<file path="src/hw/rtl/spm_pkg.sv">
// Shared types, widths and saturation helpers for the sparse polynomial multiplier.
// Used by spm_mul and sparse_polynomial_multiply; depends on nothing else.
package spm_pkg;

    localparam int COEF_W        = 32;
    localparam int EXP_W         = 8;
    localparam int REXP_W        = 9;
    localparam int TERMS_DEFAULT = 8;
    localparam int EXPMAX_DEFAULT = 255;

    typedef enum logic [1:0] {
        KIND_LOAD_A = 2'd0,
        KIND_LOAD_B = 2'd1,
        KIND_GO     = 2'd2
    } kind_t;

    // Clamp a wide signed value to the 32-bit signed range.
    function automatic logic signed [COEF_W-1:0] sat32(input logic signed [63:0] v);
        logic signed [63:0] max_v;
        logic signed [63:0] min_v;
        max_v = 64'sh0000_0000_7FFF_FFFF;
        min_v = -64'sh0000_0000_8000_0000;
        if (v > max_v) begin
            return {1'b0, {(COEF_W-1){1'b1}}};
        end else if (v < min_v) begin
            return {1'b1, {(COEF_W-1){1'b0}}};
        end else begin
            return v[COEF_W-1:0];
        end
    endfunction

endpackage

</file>
<file path="src/hw/rtl/spm_mul.sv">
// Two-stage Q16.16 product unit: a registered 32x32 multiply, then shift and saturate.
// Depends on spm_pkg; instantiated by sparse_polynomial_multiply.
module spm_mul (
    input  logic                                 aclk,
    input  logic                                 aresetn,
    input  logic                                 in_valid,
    input  logic signed [spm_pkg::COEF_W-1:0]    in_a,
    input  logic signed [spm_pkg::COEF_W-1:0]    in_b,
    input  logic [spm_pkg::REXP_W-1:0]           in_exp,
    output logic                                 out_valid,
    output logic signed [spm_pkg::COEF_W-1:0]    out_coef,
    output logic [spm_pkg::REXP_W-1:0]           out_exp,
    output logic                                 busy
);
    import spm_pkg::*;

    logic                      v1_reg;
    logic signed [63:0]        prod_reg;
    logic [REXP_W-1:0]         e1_reg;
    logic                      v2_reg;
    logic signed [COEF_W-1:0]  c2_reg;
    logic [REXP_W-1:0]         e2_reg;

    always_ff @(posedge aclk) begin
        if (!aresetn) begin
            v1_reg <= 1'b0;
            v2_reg <= 1'b0;
        end else begin
            v1_reg <= in_valid;
            v2_reg <= v1_reg;
        end
        prod_reg <= 64'(in_a) * 64'(in_b);
        e1_reg   <= in_exp;
        // Arithmetic shift rounds toward minus infinity.
        c2_reg   <= sat32(prod_reg >>> 16);
        e2_reg   <= e1_reg;
    end

    assign out_valid = v2_reg;
    assign out_coef  = c2_reg;
    assign out_exp   = e2_reg;
    assign busy      = v1_reg | v2_reg;

endmodule

</file>
<file path="config.mk">
export PLATFORM = sky130hd
export DESIGN_NAME = spm_mul
export DESIGN_NICKNAME = d
export VERILOG_FILES = /design/src/hw/rtl/spm_pkg.sv /design/src/hw/rtl/spm_mul.sv
export SDC_FILE = /design/constraint.sdc
export NUM_CORES = 2
export LEC_CHECK = 0
export BUFFER_PORTS_ARGS = -buffer_cell sky130_fd_sc_hd__buf_2
export CAP_MARGIN = 20
export CORE_MARGIN = 2
export CORE_UTILIZATION = 60
export DETAILED_ROUTE_END_ITERATION = 8
export MAX_ROUTING_LAYER = met4
export PLACE_DENSITY = 0.77
export SLEW_MARGIN = 15
export SYNTH_ARGS = -nofsm -noshare
export SYNTH_HDL_FRONTEND = slang
export SYNTH_SLANG_ARGS = --single-unit
</file>
<file path="constraint.sdc">
create_clock -name aclk -period 18.3 [get_ports aclk]
set_clock_uncertainty 0.1 [all_clocks]
set_input_delay 3.66 -clock aclk [delete_from_list [all_inputs] [get_ports aclk]]
set_output_delay 3.66 -clock aclk [all_outputs]
set_load 0.02 [all_outputs]
</file>
==> impl_results.md <==
* Non-Filler Cell Area, Final at ~0.039 mm^2
* Post-Synthesis Cell Area at between 0.03 and 0.04 mm^2
* RSZ-0062 raised after global routing: no
* Largest net degree at the start of global routing at 33
* Core area at roughly 0.063 mm^2
* CP top delay family: adder cells
* I/O pin total at 119
* Die ar. at ~0.065 mm^2
* WHS Path Cells at 0
* Number of max-cap violations at 0
* Via count at approximately 26000
* WP buf/inv at 8
* Cell repeated most along the worst path: fa_1
* Die height at 255.8 um
* R2r setup slk at 16.75 ns
* Sequential element share of the synthesized area at about 5.3%
* Ys flop type: dfxtp_1
* Max frequency at roughly 0.086 GHz
* FFs w/ async S/R, synth at 0%
* DRT antenna net count at 0
* Worst-path maximum fanout at 32
* Status: finished, final reports clean
* WHS Endpoint: out_exp[0]
* Longest Clk Path Bufs at 2
* Final Hold Viols at 0
* Post-DP Area at approximately 0.039 mm^2
* Max-slew violation count at 0
* WP data arrival at between 10 and 15 ns
* Layout Nets at 5223
* Postcts setup bufs at 0
* Port-buffer cells at 118
* Root Driver: clkbuf_16
* Crit path launch type: primary input
* Top post-synthesis cells by area: fa_1 57%, inv_1 9.6%, and2_1 8.4%
* Clk sinks at 100
* Post-DP HPWL at between 70000 and 80000 um
* TNS Setup at 0 ns
* Synthesis-stage register bit count at 100
* P&R area growth vs syn at 3.473%
* Avg Inst Size Synth at 9.637 um^2
* Reg clk slew, reported paths at around 0.06 ns
* Syn. warnings at 0
* Clock Latency Late Sink at about 0.34 ns
* Rows at 92
* Crit end category: flip-flop
* Initial DRT Pass Iterations at 5
* Worst hold start: e1_reg[0]
* Grt total ovfl at 0
* Most frequent cells in the layout: 1081 x fa_1, 973 x inv_1, 513 x and2_1
* Critical path class: in -> reg
* Starting Density at 60.54%
* Residual DRC at 0
* Initial drt markers at roughly 1400
* Post-synth EDFFs at 0
* Worst Hold Class: reg -> reg
* First-pass GRT wire length at 157800 um
* Critical Path RT at 18.48 ns
* CP max-delay cell: fa_1
* Worst reg2reg path depth at 4
* CP max stage delay at a little under 0.9 ns
* WL final at ~94000 um
* Tcrit/Tclk final at 63.85%
* Terminus of the critical flop-to-flop path: out_coef[29]
* Synth Instances at a little under 4000
* RR Startpoint: prod_reg[47]
* Final GP Congestion at approximately 0.98
* Layout cells sized above 1 at under 10%
* CTS-repair resized insts at 0
* Die Width at 255.8 um
* Worst-margin pin slew at 1.049 ns
* # hold bufs at CTS at 0
* TritonCTS Buffers at 9
* Min cycle time layout at 11.69 ns
* Largest register FFs at 48
* Routed wire length per instance at just under 20 um
* Vias per std cell at 5.523
* Final setup violation count at 0
* Initial antenna violation count at 3
* Cell taking the most area after synthesis: fa_1
* Leading cell type in the layout, fill and taps excluded: fa_1
* TritonCTS clock tree: done
* Gr usage total at 31.78%
* Number of distinct library cells after synthesis at 60
* Slew headroom at between 20 and 30%
* Area share of the largest cell type after synthesis at ~57%
* H-tree depth at 3
* Vias in the first global route at about 30000
* Syn nets at 5285
## worst max path at each step
| stage | startpoint | endpoint | slack [ns] | cells after the start |
|---|---|---|---|---|
| 2_1_floorplan | in_a[31] | prod_reg[63] | 7.30 | 28 |
| 3_3_place_gp | in_a[31] | prod_reg[63] | 6.43 | 28 |
| 3_5_place_dp | in_a[31] | prod_reg[63] | 6.25 | 28 |
| 4_1_cts | in_a[31] | prod_reg[63] | 6.61 | 28 |
| 5_1_grt | in_a[31] | prod_reg[63] | 6.09 | 28 |
| 6_report | in_a[31] | prod_reg[63] | 6.61 | 28 |
## area by class of cell
cell class	count	area [um^2]
tap	846	1059
inverter	973	3652
timing repair buffer	136	725.7
clock inverter	6	70.07
sequential	100	2002
clock buffer	10	239.0
multi-input combinational	2666	31620
fill	5276	23480
antenna	1	2.502
## Yosys cell counts, drive strengths merged (9+ instances only)
cell type     n
fa         1081
inv         973
and2        513
nand2       506
clkbuf      203
ha          180
dfxtp       100
a21o         56
a21oi        51
nor2         51
xnor2        43
o21ai        34
nand4        22
xor2         20
o21bai       10
nor3          9
## logic make-up (layout without fill, tap and decap cells)
kind of cell,after synthesis,count (layout),synth area share (%)
DFF,100,100,5.262
AOI/OAI and AO/OA,205,205,3.789
xor gates and xnor gates,63,63,1.450
adders and majority gates,1261,1261,62.80
other,0,1,0
buffers and inverters,1182,1125,11.67
and+or+nand+nor,1137,1137,15.03
## metrics by stage
stage / hold WS [ns] / setup WS [ns] / utilization [%] / std cells
6_report: 0.2271 / 6.615 / 62.64 / 4738
5_1_grt: 0.2330 / 6.094 / 62.64 / 4738
4_1_cts: 0.2290 / 6.606 / 62.63 / 4737
3_5_place_dp: 0.2132 / 6.251 / 62.14 / 4721
3_3_place_gp: 0.2096 / 6.430 / 62.14 / 4721
2_1_floorplan: 0.2096 / 7.304 / - / 3948
## layer usage
layer / global-route usage (%) / wire, um / part of all wire (%)
met2: 55.54 / 48960 / 52
met1: 36.08 / 33980 / 36
met4: 17.53 / 6372 / 6.8
met5: - / 0 / 0
met3: 3.060 / 4343 / 4.6
Power is not shown: default switching activity piles up to over one toggle a cycle in this logic, so the estimate is an artifact.
